--- src/hdl/tftp_option_ack_parser_defines.svh ---
// Assertion macros used by the parser top level.
`ifndef TFTP_OPTION_ACK_PARSER_DEFINES_SVH
`define TFTP_OPTION_ACK_PARSER_DEFINES_SVH

// Same-cycle implication, checked on every rising clock edge outside reset.
`define TOAP_ASSERT_IMPL(label, ante, cons, msg) \
  label: assert property (@(posedge clk) disable iff (rst) (ante) |-> (cons)) \
    else $error(msg);

// Implication whose consequent is checked in the cycle after the antecedent.
`define TOAP_ASSERT_NEXT(label, ante, cons, msg) \
  label: assert property (@(posedge clk) disable iff (rst) (ante) |=> (cons)) \
    else $error(msg);

`endif

--- src/hdl/tftp_oack_pkg.sv ---
// Types, codes and keyword tables for the TFTP option-ack parser.
package tftp_oack_pkg;

  typedef struct packed {
    logic [7:0] data_byte;
    logic       first_byte;
    logic       last_byte;
  } in_beat_t;

  typedef struct packed {
    logic signed [31:0] block_size;
    logic signed [31:0] timeout_value;
    logic signed [31:0] transfer_size;
    logic [7:0]         option_count;
    logic               end_kind;
  } out_beat_t;

  typedef enum logic [2:0] {
    PH_IDLE,
    PH_OPCODE,
    PH_NAME,
    PH_VLEAD,
    PH_VDIGITS
  } phase_t;

  typedef enum logic [1:0] {
    OPT_NONE,
    OPT_BLKSIZE,
    OPT_TIMEOUT,
    OPT_TSIZE
  } opt_t;

  localparam logic END_EMPTY_SEG = 1'b0;
  localparam logic END_LAST_BYTE = 1'b1;

  // keyword index 0..2 maps to OPT_BLKSIZE..OPT_TSIZE
  localparam int NUM_KW = 3;
  localparam logic [6:0][7:0] KW_BLKSIZE = "blksize";
  localparam logic [6:0][7:0] KW_TIMEOUT = "timeout";
  localparam logic [6:0][7:0] KW_TSIZE   = {"tsize", 16'h0000};
  localparam logic [2:0] KW_LEN [NUM_KW] = '{3'd7, 3'd7, 3'd5};

  localparam logic [31:0] MAG_LIMIT = 32'h8000_0000;
  localparam logic [31:0] POS_MAX   = 32'h7FFF_FFFF;

  // lower-case keyword character at a name position (pos < 7)
  function automatic logic [7:0] kw_char(input logic [1:0] k, input logic [2:0] pos);
    logic [2:0] idx;
    idx = 3'd6 - pos;
    case (k)
      2'd0:    kw_char = KW_BLKSIZE[idx];
      2'd1:    kw_char = KW_TIMEOUT[idx];
      2'd2:    kw_char = KW_TSIZE[idx];
      default: kw_char = 8'h00;
    endcase
  endfunction

endpackage

--- src/hdl/tftp_oack_core.sv ---
// Parser state and per-byte update: one registered byte in, optional result out.
module tftp_oack_core (
  input  logic                    clk,
  input  logic                    rst,
  input  logic                    step,
  input  tftp_oack_pkg::in_beat_t beat,
  output logic                    emit,
  output tftp_oack_pkg::out_beat_t result
);
  import tftp_oack_pkg::*;

  phase_t      phase, phase_next;
  logic [2:0]  flags, flags_next;
  logic [2:0]  pos, pos_next;
  logic        seg_empty, seg_empty_next;
  logic [31:0] acc, acc_next;
  logic        neg, neg_next;
  logic        done, done_next;
  opt_t        sel, sel_next;
  logic [31:0] blk, blk_next;
  logic [31:0] tmo, tmo_next;
  logic [31:0] tsz, tsz_next;
  logic [7:0]  pair_cnt, pair_cnt_next;

  logic [7:0]  b;
  logic [7:0]  lc;
  logic        is_zero, is_ws, is_digit, is_sign;
  logic        in_value, empty_end;
  logic [2:0]  mismatch;
  opt_t        name_sel;
  logic [35:0] acc_mul;
  logic [31:0] acc_step;
  logic        commit;
  logic [31:0] src_acc;
  logic        src_neg;
  logic [31:0] commit_val;

  assign b        = beat.data_byte;
  assign lc       = (b inside {[8'h41:8'h5A]}) ? b + 8'd32 : b;
  assign is_zero  = (b == 8'h00);
  assign is_ws    = b inside {8'h20, [8'h09:8'h0D]};
  assign is_digit = b inside {[8'h30:8'h39]};
  assign is_sign  = (b == 8'h2D) || (b == 8'h2B);
  assign in_value = (phase == PH_VLEAD) || (phase == PH_VDIGITS);

  // NUL at the start of a name segment closes the packet
  assign empty_end = !beat.first_byte && (phase == PH_NAME) && is_zero && seg_empty;
  assign emit = (beat.first_byte && beat.last_byte) ||
                (!beat.first_byte && (phase != PH_IDLE) && (beat.last_byte || empty_end));

  always_comb begin
    for (int k = 0; k < NUM_KW; k++) begin
      mismatch[k] = (pos < KW_LEN[k]) && (lc != kw_char(2'(k), pos));
    end
  end

  // first keyword in list order wins
  always_comb begin
    name_sel = OPT_NONE;
    if (flags[2] && pos >= KW_LEN[2]) name_sel = OPT_TSIZE;
    if (flags[1] && pos >= KW_LEN[1]) name_sel = OPT_TIMEOUT;
    if (flags[0] && pos >= KW_LEN[0]) name_sel = OPT_BLKSIZE;
  end

  // acc <= 2^31, so acc*10 + 9 fits in 36 bits
  assign acc_mul  = {1'b0, acc, 3'b000} + {3'b000, acc, 1'b0} + {32'h0, b[3:0] - 4'h0};
  assign acc_step = (acc_mul > {4'h0, MAG_LIMIT}) ? MAG_LIMIT : acc_mul[31:0];

  // next phase
  always_comb begin
    phase_next = phase;
    if (beat.first_byte) begin
      phase_next = PH_OPCODE;
    end else begin
      case (phase)
        PH_OPCODE: phase_next = PH_NAME;
        PH_NAME: begin
          if (is_zero) phase_next = PH_VLEAD;
        end
        PH_VLEAD: begin
          if (is_zero) phase_next = PH_NAME;
          else if (!is_ws) phase_next = PH_VDIGITS;
        end
        PH_VDIGITS: begin
          if (is_zero) phase_next = PH_NAME;
        end
        default: phase_next = phase;
      endcase
    end
    if (emit) phase_next = PH_IDLE;
  end

  // datapath
  always_comb begin
    flags_next     = flags;
    pos_next       = pos;
    seg_empty_next = seg_empty;
    acc_next       = acc;
    neg_next       = neg;
    done_next      = done;
    sel_next       = sel;
    pair_cnt_next  = pair_cnt;
    if (beat.first_byte) begin
      pair_cnt_next  = 8'h00;
      flags_next     = 3'b111;
      pos_next       = 3'd0;
      seg_empty_next = 1'b1;
      sel_next       = OPT_NONE;
    end else begin
      case (phase)
        PH_OPCODE: begin
          flags_next     = 3'b111;
          pos_next       = 3'd0;
          seg_empty_next = 1'b1;
          sel_next       = OPT_NONE;
        end
        PH_NAME: begin
          if (is_zero) begin
            if (!seg_empty) begin
              seg_empty_next = 1'b1;
              acc_next       = 32'h0;
              neg_next       = 1'b0;
              done_next      = 1'b0;
              sel_next       = name_sel;
            end
          end else begin
            if (seg_empty) begin
              pair_cnt_next  = pair_cnt + 8'd1;
              seg_empty_next = 1'b0;
            end
            if (pos != 3'd7) begin
              flags_next = flags & ~mismatch;
              pos_next   = pos + 3'd1;
            end
          end
        end
        PH_VLEAD, PH_VDIGITS: begin
          if (is_zero) begin
            flags_next     = 3'b111;
            pos_next       = 3'd0;
            seg_empty_next = 1'b1;
            sel_next       = OPT_NONE;
          end else begin
            seg_empty_next = 1'b0;
            if (phase == PH_VLEAD && b == 8'h2D) neg_next = 1'b1;
            if ((phase == PH_VDIGITS || !(is_ws || is_sign)) && !done) begin
              if (!is_digit) done_next = 1'b1;
              else           acc_next  = acc_step;
            end
          end
        end
        default: ;
      endcase
    end
  end

  // NUL commits the value so far; a last byte inside a non-empty value commits it too
  assign commit     = !beat.first_byte && in_value && (is_zero || beat.last_byte);
  assign src_acc    = is_zero ? acc : acc_next;
  assign src_neg    = is_zero ? neg : neg_next;
  assign commit_val = src_neg ? 32'h0 - src_acc : (src_acc[31] ? POS_MAX : src_acc);

  always_comb begin
    blk_next = blk;
    tmo_next = tmo;
    tsz_next = tsz;
    if (commit) begin
      case (sel)
        OPT_BLKSIZE: blk_next = commit_val;
        OPT_TIMEOUT: tmo_next = commit_val;
        OPT_TSIZE:   tsz_next = commit_val;
        default: ;
      endcase
    end
  end

  assign result.block_size    = blk_next;
  assign result.timeout_value = tmo_next;
  assign result.transfer_size = tsz_next;
  assign result.option_count  = pair_cnt_next;
  assign result.end_kind      = empty_end ? END_EMPTY_SEG : END_LAST_BYTE;

  always_ff @(posedge clk) begin
    if (rst) begin
      phase     <= PH_IDLE;
      flags     <= 3'b111;
      pos       <= 3'd0;
      seg_empty <= 1'b1;
      acc       <= 32'h0;
      neg       <= 1'b0;
      done      <= 1'b0;
      sel       <= OPT_NONE;
      blk       <= 32'h0;
      tmo       <= 32'h0;
      tsz       <= 32'h0;
      pair_cnt  <= 8'h00;
    end else if (step) begin
      phase     <= phase_next;
      flags     <= flags_next;
      pos       <= pos_next;
      seg_empty <= seg_empty_next;
      acc       <= acc_next;
      neg       <= neg_next;
      done      <= done_next;
      sel       <= sel_next;
      blk       <= blk_next;
      tmo       <= tmo_next;
      tsz       <= tsz_next;
      pair_cnt  <= pair_cnt_next;
    end
  end

endmodule

--- src/hdl/tftp_option_ack_parser.sv ---
// Top level: input register, parser core and result register.
//
//  channel   valid          stall          payload
//  bytes     byte_valid     byte_stall     byte_data   (in_beat_t)
//  results   result_valid   result_stall   result_data (out_beat_t)
//
// One byte per cycle while result_stall is low; a byte beat passes the input register,
// then the combinational core, and its result is captured in the result register.
// Reset (rst, synchronous) returns the parser to idle and clears the stored options.
// A stalled result holds the core and the input register; one more byte beat is
// still taken into the input register while the result waits.
module tftp_option_ack_parser (
  input  logic                     clk,
  input  logic                     rst,
  input  logic                     byte_valid,
  output logic                     byte_stall,
  input  tftp_oack_pkg::in_beat_t  byte_data,
  output logic                     result_valid,
  input  logic                     result_stall,
  output tftp_oack_pkg::out_beat_t result_data
);
  import tftp_oack_pkg::*;

  `include "tftp_option_ack_parser_defines.svh"

  in_beat_t  in_q;
  logic      in_q_valid;
  logic      advance;
  logic      in_fire;
  logic      step;
  logic      emit;
  out_beat_t core_result;

  assign advance    = !result_valid || !result_stall;
  assign byte_stall = in_q_valid && !advance;
  assign in_fire    = byte_valid && !byte_stall;
  assign step       = in_q_valid && advance;

  always_ff @(posedge clk) begin
    if (rst) begin
      in_q_valid <= 1'b0;
    end else if (in_fire) begin
      in_q_valid <= 1'b1;
    end else if (advance) begin
      in_q_valid <= 1'b0;
    end
  end

  always_ff @(posedge clk) begin
    if (in_fire) begin
      in_q <= byte_data;
    end
  end

  tftp_oack_core u_core (
    .clk    (clk),
    .rst    (rst),
    .step   (step),
    .beat   (in_q),
    .emit   (emit),
    .result (core_result)
  );

  always_ff @(posedge clk) begin
    if (rst) begin
      result_valid <= 1'b0;
    end else if (advance) begin
      result_valid <= step && emit;
    end
  end

  always_ff @(posedge clk) begin
    if (step && emit) begin
      result_data <= core_result;
    end
  end

  `TOAP_ASSERT_IMPL(a_stall_only_when_full, byte_stall, in_q_valid, "stall with empty input register")
  `TOAP_ASSERT_NEXT(a_one_byte_packet, step && in_q.first_byte && in_q.last_byte, result_valid && result_data.end_kind, "one-byte packet gave no result")
  `TOAP_ASSERT_IMPL(a_result_has_source, $rose(result_valid), $past(in_q_valid), "result without a byte beat")

endmodule

--- config.mk ---
export PLATFORM = sky130hd
export DESIGN_NAME = tftp_option_ack_parser
export DESIGN_NICKNAME = d
export VERILOG_FILES = /design/src/hdl/tftp_oack_pkg.sv /design/src/hdl/tftp_oack_core.sv /design/src/hdl/tftp_option_ack_parser.sv
export VERILOG_INCLUDE_DIRS = /design/src /design/src/hdl
export SDC_FILE = /design/constraint.sdc
export NUM_CORES = 1
export LEC_CHECK = 0
export BUFFER_PORTS_ARGS = -buffer_cell sky130_fd_sc_hd__buf_2
export CAP_MARGIN = 25
export CELL_PAD_IN_SITES_DETAIL_PLACEMENT = 1
export CELL_PAD_IN_SITES_GLOBAL_PLACEMENT = 2
export CORE_AREA = 4 4 170 336
export DETAILED_ROUTE_END_ITERATION = 7
export DIE_AREA = 0 0 174 340
export GPL_TIMING_DRIVEN = 0
export PLACE_DENSITY = 0.62
export SLEW_MARGIN = 30
export SYNTH_ARGS = -nofsm -noshare
export SYNTH_HDL_FRONTEND = slang
export SYNTH_HIERARCHICAL = 1
export SYNTH_SLANG_ARGS = --single-unit
--- constraint.sdc ---
create_clock -name clk -period 9 [get_ports clk]
set_clock_uncertainty 0.05 [all_clocks]
set_input_delay 0 -clock clk [delete_from_list [all_inputs] [get_ports clk]]
set_output_delay 0 -clock clk [all_outputs]
set_load 0.01 [all_outputs]
### After elaboration in Yosys (flattened, before gate mapping)

Memories as Yosys holds them, arrays and structs flattened.
Cells that the tools add are included.

| word-level totals | value |
|---|---|
| flip-flop bits (word level) | 267 |
| output and inout port bits | 107 |
| ROM bits | 192 |
| memories | 3 |

| cells by class | value |
|---|---|
| reduce and logical (&&, ||, !) cells | 53 |
| add/sub/neg operators | 7 |
| eq/ne operators | 27 |
| $lt $le $gt $ge | 12 |
| multiplexer cells | 69 |
| bitwise gates (word level) | 3 |

Memory list:

| name | depth | width | read ports | clocked after memory_dff | wr ports | line | RTL |
|---|---|---|---|---|---|---|---|
| (no name shown) | 8 | 8 | 1 | 0 | 0 | tftp_oack_pkg.sv:51 | `2'd0: kw_char = KW_BLKSIZE[idx];` |
| (no name shown) | 8 | 8 | 1 | 0 | 0 | tftp_oack_pkg.sv:52 | `2'd1: kw_char = KW_TIMEOUT[idx];` |
| (no name shown) | 8 | 8 | 1 | 0 | 0 | tftp_oack_pkg.sv:53 | `2'd2: kw_char = KW_TSIZE[idx];` |

Operators by type and width:

| operator | number |
|---|---|
| $mux W32 | 15 |
| $mux W8 | 8 |
| $pmux W32 S2 | 1 |
| $mux W3 | 14 |
| $add A35 B33 Y36 | 1 |
| $add A36 B4 Y36 | 1 |
| $gt A36 B32 Y1 const B | 1 |
| $sub A1 B32 Y32 const A | 1 |
| $mux W31 | 1 |
| $eq A8 B6 Y1 const B | 3 |
| $ne A8 B8 Y1 | 3 |
| $logic_and A1 B1 Y1 | 23 |
| $pmux W3 S3 | 2 |
| $mux W1 | 16 |
| $reduce_and A5 Y1 | 3 |
| $mux W2 | 7 |
| $ne A3 B3 Y1 const B | 4 |
| $pmux W3 S4 | 1 |
| $add A8 B1 Y8 const B | 1 |
| $add A8 B6 Y8 const B | 1 |
| $ge A8 B4 Y1 const B | 1 |
| $ge A8 B6 Y1 const B | 1 |
| $ge A8 B7 Y1 const B | 1 |
| $le A8 B4 Y1 const B | 1 |
| other kinds (33) | 60 |

### Longest topological paths before layout

Gate-level depths: netlist (run 1).

| logic depth | value |
|---|---|
| depth after elaboration | 16 |
| mapped depth | 25 |

### By module

Netlist (run 1), hierarchy kept.

Modules (own cells, without submodules):

| module | times used | area an instance (sq um) | cells an instance |
|---|---|---|---|
| tftp_oack_core | 1 | 12109.1 | 1662 |
| tftp_option_ack_parser | 1 | 3547.2 | 127 |

### Worst setup path after synthesis (run 1)

No wires, ideal clock.

| timing | value |
|---|---|
| path type | register -> register |
| from | register in_q[5] (netlist bit) |
| to | register result_data[0] (netlist bit) (enable) |
| data arrival time | 6.796 ns |
| cell stages (with the launch flop) | 9 |
| slack | 1.550 ns |
| path buffers | 2 |
| cells stage by stage | edfxtp_1 -> clkbuf_1 -> nor4_1 -> and3_1 -> clkbuf_1 -> nand3_1 -> a21oi_1 -> nand2_1 -> a21oi_1 |

| between the ends | value |
|---|---|
| cells in the longest elaborated chain, start to end | 7 |

RTL lines:

| item | line | RTL |
|---|---|---|
| start: declaration | tftp_option_ack_parser.sv:26 | `in_beat_t in_q;` |
| start signal: assignment | tftp_option_ack_parser.sv:51 | `in_q <= byte_data;` |
| $logic_not A8 Y1 | tftp_oack_core.sv:40 | `assign is_zero = (b == 8'h00);` |
| $logic_and A1 B1 Y1 (2 in a row) | tftp_oack_core.sv:47 | `assign empty_end = !beat.first_byte && (phase == PH_NAME) && is_zero && seg_empty;` |
| $logic_or A1 B1 Y1 | tftp_oack_core.sv:49 | `(!beat.first_byte && (phase != PH_IDLE) && (beat.last_byte \|\| empty_end));` |
| $logic_and A1 B1 Y1 | tftp_oack_core.sv:49 |  |
| $logic_or A1 B1 Y1 | tftp_oack_core.sv:48 | `assign emit = (beat.first_byte && beat.last_byte) \|\|` |
| named net emit | tftp_option_ack_parser.sv:31 | `logic emit;` |
| $logic_and A1 B1 Y1 | tftp_option_ack_parser.sv:73 | `if (step && emit) begin` |
| end signal: assignment | tftp_option_ack_parser.sv:74 | `result_data <= core_result;` |
| end: declaration | tftp_option_ack_parser.sv:20 | `output tftp_oack_pkg::out_beat_t result_data` |

The timed path passes the listed nets, and every way through them passes these cells.
A chain may end at the register's enable or synchronous reset.

==> results.toml, run 1 <==
[outcome]
status = "completed"

[hold_path]
worst_hold_path_type = "in -> reg"

[route]
route.met2.wl_um = 37200
route.detailed.drc = 0
drtAntennaViolNets = 0
route.met3.wl_um = 1520
routedWlPerCell_um = 24.5
dr_total_vias = 14700
routed.top_layer = "met4"
m1WireLength_um = 23200
totalWireLength_um = 65100
first_iter_violations = 759
post_drt_via_cell_ratio = 5.56
detailedRoute.firstPassIterationCount = 5

[finish]
final_layout_size_suffix_gt1_share_pct = 13.5
area.growth.synth_to_final_pct = 16.9
insertedDiodeCount = 0
layout.cell_area.non_filler_um2 = 18300
design.final.nets = 2050

[floorplan]
row_count = 121
top_level_ports = 121
start_util_pct = 28.7
fp.dieH_um = 340
die_x_um = 174
coreArea_um2 = 54500
die_area_um2 = 59200

[placed_design]
hpwlAfterDp_um = 52700
pre_cts_slack_ns = 0.0665
detailed_place.area_um2 = 17200
place.port_buffers = 120
place.gp.congestion = 0.901

[grt]
grt_first_pass_wirelength_um = 97800
grt-ovfl-total = 0
grt_start_max_net_pins = 24
initial_antenna_violation_count = 0
first_global_vias = 15600
global_route.usage.total_pct = 21.4

[run]
cap_violations = 0

[synthesis]
synth-seq-cells = 267
synth_edf_count = 115
synthArstFlopShare_pct = 0
synthCells = 1789
dominantRegCellSynth = "dfxtp_1"
synth.area.top_cells = "edfxtp_1, dfxtp_1, ha_1"
synth.top_cells.by_count = "nand2_1, o21ai_0, dfxtp_1"
postSynthAreaPerCell_um2 = 8.75
synth_area_um2 = 15700
synth_top_area_share_pct = 22.1
syn_nets = 1881
synth-seq-area-share_pct = 41.5
library_cell_with_the_highest_instance_count_after_synthesis = "nand2_1"
synth_cell_types = 96
synth_top_cell_by_area = "edfxtp_1"
synth_warnings = 6

[pwr]
post-layout-total-power_uw = 2550
peakVddDrop_uv = 130
power_leakage_uw = 0.00690
p_per_area_nw_per_um2 = 139

[sta]
report.final.slew_viol_count = 0
slew_headroom_pct = 32.8
grt_setup_unrepaired = "false"
fin_ws_ns = 0.559
timing.final.crit_period_ns = 8.44
timing.final.crit_share_pct = 93.8
worst-slew-pin-transition_ns = 0.999
hold_violations = 0
max_freq_ghz = 0.118
finalSetupViolations = 0

[worst_setup_path]
crit_type = "reg -> reg"
critical_path.startpoint_type = "register"
worst_ep_required_time_ns = 9.24
crit_fanout = 10
critPathCaptureType = "register"
critPathArrivalTime_ns = 8.68

[clock_tree]
ctsHtreeMaxLevel = 1
cts_num_sinks = 267
clk_path_buf_depth = 3
tritoncts_clock_tree = "yes"
clk_latency_ns = 0.58
cell_at_the_root_of_the_clock_tree = "clkbuf_16"
clk_transition_reported_paths_ns = 0.07
cts.repair_timing.setup_buffer_count = 0
num_cts_buffers = 27
-- placed cells by master (no fill, tap or decap), drive strengths merged, types with 11 or more instances in the layout --
| master | n |
|---|---|
| nand2 | 228 |
| o21ai | 206 |
| dfxtp | 152 |
| nor2 | 148 |
| buf | 148 |
| a21oi | 124 |
| clkbuf | 122 |
| edfxtp | 115 |
| nand3 | 79 |
| ha | 76 |
| inv | 39 |
| a22oi | 35 |
| nor3 | 35 |
| o31ai | 35 |
| o211ai | 24 |
| xnor2 | 24 |
| a211oi | 22 |
| and3 | 20 |
| xor2 | 19 |
| mux2i | 19 |
| a31o | 17 |
| or3 | 16 |
| dlygate4sd3 | 15 |
| nor4 | 15 |
| nand4 | 12 |
| a21o | 12 |
| nor2b | 12 |
| o21a | 11 |
| nand2b | 11 |
| a31oi | 11 |
| clkinv | 11 |
-- flip-flops by register name (all words and copies together), names as in the netlist, 2 cells and up --
signal           cells
u_core/phase         3
u_core/flags         3
u_core/pair_cnt      8
u_core/sel           2
u_core/pos           3
u_core/acc          32
u_core/tsz          32
in_q                10
u_core/tmo          32
u_core/blk          32
result_data        105
-- metal layers --
metal  global-route usage, %  vias to the layer above
met5                       0                        -
met4                    9.63                        0
met3                    1.56                      105
li1                        -                     7008
met2                    44.1                      315
met1                    21.1                     7318
-- cell families after synthesis --
kind of cell	Yosys count	synth area share [%]
buf+inv	150	3.87
xor+xnor	43	2.45
compound gates	603	25.5
flops	267	41.5
mux	29	2.03
simple gates	619	18.3
fa+ha+maj	78	6.33
-- critical path: stages (launching register included) --
cell and delay (ns):
edfxtp_1 0.32, clkbuf_1 0.41, clkinv_1 0.39, fa_1 0.68
inv_1 0.07, ha_1 0.31, a211oi_1 0.34, o211ai_1 0.25
a22oi_1 0.56, a311oi_2 0.32, nor2_1 0.15, o21ai_0 0.14
xnor2_2 0.37, o31a_1 0.50, buf_6 0.24, buf_2 0.33
nor4_1 0.09, a21oi_1 0.32, ha_1 0.27, o21a_1 0.16
o211ai_1 0.12, a211oi_1 0.44, buf_2 0.33, a31oi_1 0.12
mux2i_1 0.62, o21ai_0 0.23
-- what timing repair did --
action | 4_1_cts | 5_1_grt
gates resized for setup | 0 | 5
hold buffers | 15 | 0
endpoints found under the setup margin | 0 | 18
endpoints found under the hold margin | 50 | 0
-- per-stage QoR --
step	setup TNS [ns]	cells	util, %	hold WS [ns]
after global placement	-108.70	2585	31.4	0.128
final	0	2654	33.6	0.0804
after floorplan	0	1789	-	0.0124
after CTS	0	2654	33.5	0.0483
after global routing	0	2654	33.6	0.0856
after detailed placement	0	2590	31.6	0.129
-- where the power goes --
part	internal [uW]	switching, uW	total [uW]	leakage [uW]
logic	38.6	82.5	121	0.00408
clock network	622	534	1160	0.000428
registers	1270	7.09	1270	0.00239
total	1930	624	2550	0.00690
-- layout make-up --
type	instances	area, um2
buffer	114	470
clock buffer	31	691
clock inverter	18	190
fill	6441	36200
inverter	36	135
multi-input combinational	1372	8630
sequential	267	6500
tap	676	846
timing repair buffer	140	838
-- final timing paths --
| path | start | end | slack, ns | cells after the start |
|---|---|---|---|---|
| worst min-delay path | byte_data[1] | in_q[1] | 0.08 | 2 |
| worst max register to register | in_q[5] | result_data[27] | 0.56 | 25 |
| worst min register to register | u_core/flags[2] | u_core/flags[2] | 0.40 | 2 |
| worst max-delay path | in_q[5] | result_data[27] | 0.56 | 25 |
Power figures use the tool's default switching activity.
==> inputs of run 2 (changes only) <==
--- a/config.mk
+++ b/config.mk
@@ -10,13 +10,12 @@
 export CAP_MARGIN = 25
 export CELL_PAD_IN_SITES_DETAIL_PLACEMENT = 1
 export CELL_PAD_IN_SITES_GLOBAL_PLACEMENT = 2
-export CORE_AREA = 4 4 170 336
+export CORE_AREA = 4 4 152 301
 export DETAILED_ROUTE_END_ITERATION = 7
-export DIE_AREA = 0 0 174 340
+export DIE_AREA = 0 0 156 305
 export GPL_TIMING_DRIVEN = 0
-export PLACE_DENSITY = 0.62
+export PLACE_DENSITY = 0.78
 export SLEW_MARGIN = 30
 export SYNTH_ARGS = -nofsm -noshare
 export SYNTH_HDL_FRONTEND = slang
-export SYNTH_HIERARCHICAL = 1
 export SYNTH_SLANG_ARGS = --single-unit
==> run 2 against run 1 <==
  * Total power fell by 1.8%
  * Critical path depth fell by 4
  * Hold slack improved by 0.015 ns
  * Non-clock buffer count fell by 2
  * Sequential share of layout area fell by 0.75 points
  * Synthesized cell count rose by 3.7%
  * Routed wire length rose by 0.39%
  * Maximum frequency rose by 3.7%
  * Register-to-register slack improved by 0.30 ns
  * Global-route usage rose by 5.3 points
  * Area after synthesis rose by 4.3%
  * Utilization rose by 9.5 points
  * Critical endpoint is now result_data[101]
  * Highest routed layer unchanged
==> results.toml, run 2 <==
[sta]
finalSetupViolations = 0
grt_setup_unrepaired = "false"
worst-slew-pin-transition_ns = 0.981
hold_violations = 0
timing.final.crit_period_ns = 8.14
timing.final.crit_share_pct = 90.4
fin_ws_ns = 0.863
slew_headroom_pct = 34.6
report.final.slew_viol_count = 0
hold_slack_ns = 0.0954
max_freq_ghz = 0.123
setup_total_negative_slack_ns = 0

[clock_tree]
cts.hold.buffers_added = 14
num_cts_buffers = 25
clk_path_buf_depth = 3
cts_num_sinks = 267
tritoncts_clock_tree = "yes"
cts.repair_timing.setup_buffer_count = 0
clk_latency_ns = 0.56
ctsHtreeMaxLevel = 1
clk_transition_reported_paths_ns = 0.07
cell_at_the_root_of_the_clock_tree = "clkbuf_16"
post_cts.resized_instances = 0

[synthesis]
synth.top_cells.by_count = "nand2_1, nor2_1, dfxtp_1"
library_cell_with_the_highest_instance_count_after_synthesis = "nand2_1"
syn_nets = 1947
synthCells = 1855
synth_area_um2 = 16300
synth_edf_count = 115
synth-seq-area-share_pct = 39.8
synthArstFlopShare_pct = 0
synth_top_cell_by_area = "edfxtp_1"
dominantRegCellSynth = "dfxtp_1"
synth.area.top_cells = "edfxtp_1, dfxtp_1, ha_1"
synth_cell_types = 102
synth-seq-cells = 267
synth_warnings = 0
synth_top_area_share_pct = 21.2
postSynthAreaPerCell_um2 = 8.80

[finish]
layout_commonest_cell = "nand2_1"
final_layout_size_suffix_gt1_share_pct = 13.3
final_cell_mix = "nand2_1, nor2_1, dfxtp_1"
insertedDiodeCount = 0
top_register = "result_data"
area.sequential_um2 = 6500
stdcell_count = 2586
area.growth.synth_to_final_pct = 14.5
largest_register_ff_count = 105
fillerInstances = 5157
layout.cell_area.non_filler_um2 = 18700
design.final.nets = 2109
multi_input_area_um2 = 9180

[run]
cap_violations = 0

[floorplan]
fp.dieH_um = 305
die_area_um2 = 47600
start_util_pct = 37.6
row_count = 108
coreArea_um2 = 43400
die_x_um = 156
top_level_ports = 121

[placed_design]
detailed_place.area_um2 = 17700
hpwlAfterDp_um = 52700
place.gp.congestion = 0.966
pre_cts_slack_ns = 0.988
place.port_buffers = 120
dpl.cell_count = 2526

[worst_setup_path]
crit_fanout = 10
critPathCaptureType = "register"
worst_ep_required_time_ns = 9.22
critPathArrivalTime_ns = 8.35
critical_path.startpoint_type = "register"
crit_type = "reg -> reg"

[grt]
initial_antenna_violation_count = 0
grt_first_pass_wirelength_um = 98700
grt-ovfl-total = 0
grt_start_max_net_pins = 81
global_route.usage.total_pct = 26.7
first_global_vias = 16200

[route]
dr_total_vias = 15500
drtAntennaViolNets = 0
first_iter_violations = 842
post_drt_via_cell_ratio = 6.01
detailedRoute.firstPassIterationCount = 5
totalWireLength_um = 65300
routedWlPerCell_um = 25.3
route.detailed.drc = 0

[hold_path]
worst_hold_path_type = "in -> reg"

[outcome]
status = "completed"

[pwr]
power_leakage_uw = 0.00674
p_per_area_nw_per_um2 = 134
peakVddDrop_uv = 109
run 2: cell types whose count changed in the layout (fill, tap and decap cells not counted), sizes merged, moves of 12 or more:
cell / before / now
a211oi: 22 / 36
a21oi: 124 / 105
a31o: 17 / 5
clkbuf: 122 / 134
nand2: 228 / 255
nand3: 79 / 33
nand3b: 3 / 39
nor2: 148 / 182
o21ai: 206 / 148
o21bai: 5 / 17
o31ai: 35 / 56
or3: 16 / 30
run 2: worst paths after layout:
kind              slack, ns               end     startpoint  cells after the start
setup / recovery       0.86  result_data[101]        in_q[5]                     21
hold / removal          0.1           in_q[4]   byte_data[4]                      2
setup reg to reg       0.86  result_data[101]        in_q[5]                     21
hold reg to reg        0.41     u_core.tmo[1]  u_core.tmo[1]                      2
run 2: kinds of logic after synthesis:
group / Yosys count / synth area share (%)
DFF: 267 / 39.8
AOI/OAI and AO/OA: 574 / 24.0
and+or+nand+nor: 719 / 21.4
muxes: 27 / 1.78
buffers and inverters: 144 / 4.38
adders and majority gates: 78 / 6.07
xor gates and xnor gates: 46 / 2.58
run 2: final cells by class:
type                            instances  share of cell area (%)
Multi-Input combinational cell       1444                    49.1
Sequential cell                       267                    34.8
Timing Repair Buffer                  135                    4.11
Clock buffer                           35                    3.82
Tap cell                              550                    3.68
Buffer                                117                    3.28
Clock inverter                         11                   0.683
Inverter                               27                   0.569
run 2: critical path, stage by stage (launching register included):
cell and delay, ns:
edfxtp_1 0.40, clkbuf_1 0.45, inv_1 0.24, fa_1 0.66
inv_1 0.06, ha_1 0.30, a211oi_1 0.48, nor3_1 0.23
o211ai_1 0.55, a31oi_1 0.23, a211oi_2 0.78, nand2_1 0.24
nor3_2 0.72, a22oi_1 0.26, ha_1 0.35, and3_1 0.22
o41a_1 0.13, clkbuf_1 0.29, nand3_1 0.25, nor3_1 0.11
o31ai_4 0.59, o21ai_0 0.22
run 2: per-layer routing:
metal,track usage (%),up-vias,share of wire [%]
li1,-,7253,-
met1,26.1,7687,34
met2,51.9,395,55
met3,2.06,194,2.9
met4,17.5,0,7.9
met5,0,-,0
run 2: power breakdown:
part	total (uW)	switching, uW	internal, uW
registers	1280	8.49	1280
logic	101	67.0	34.1
clock network	1120	500	619
total	2510	575	1930
run 2: through the flow:
stage | utilization [%] | power [uW]
floorplan | - | 1370
global placement | 40.6 | 1410
detailed placement | 40.8 | 1410
CTS | 43.1 | 2520
global route | 43.1 | 2580
finish | 43.1 | 2510
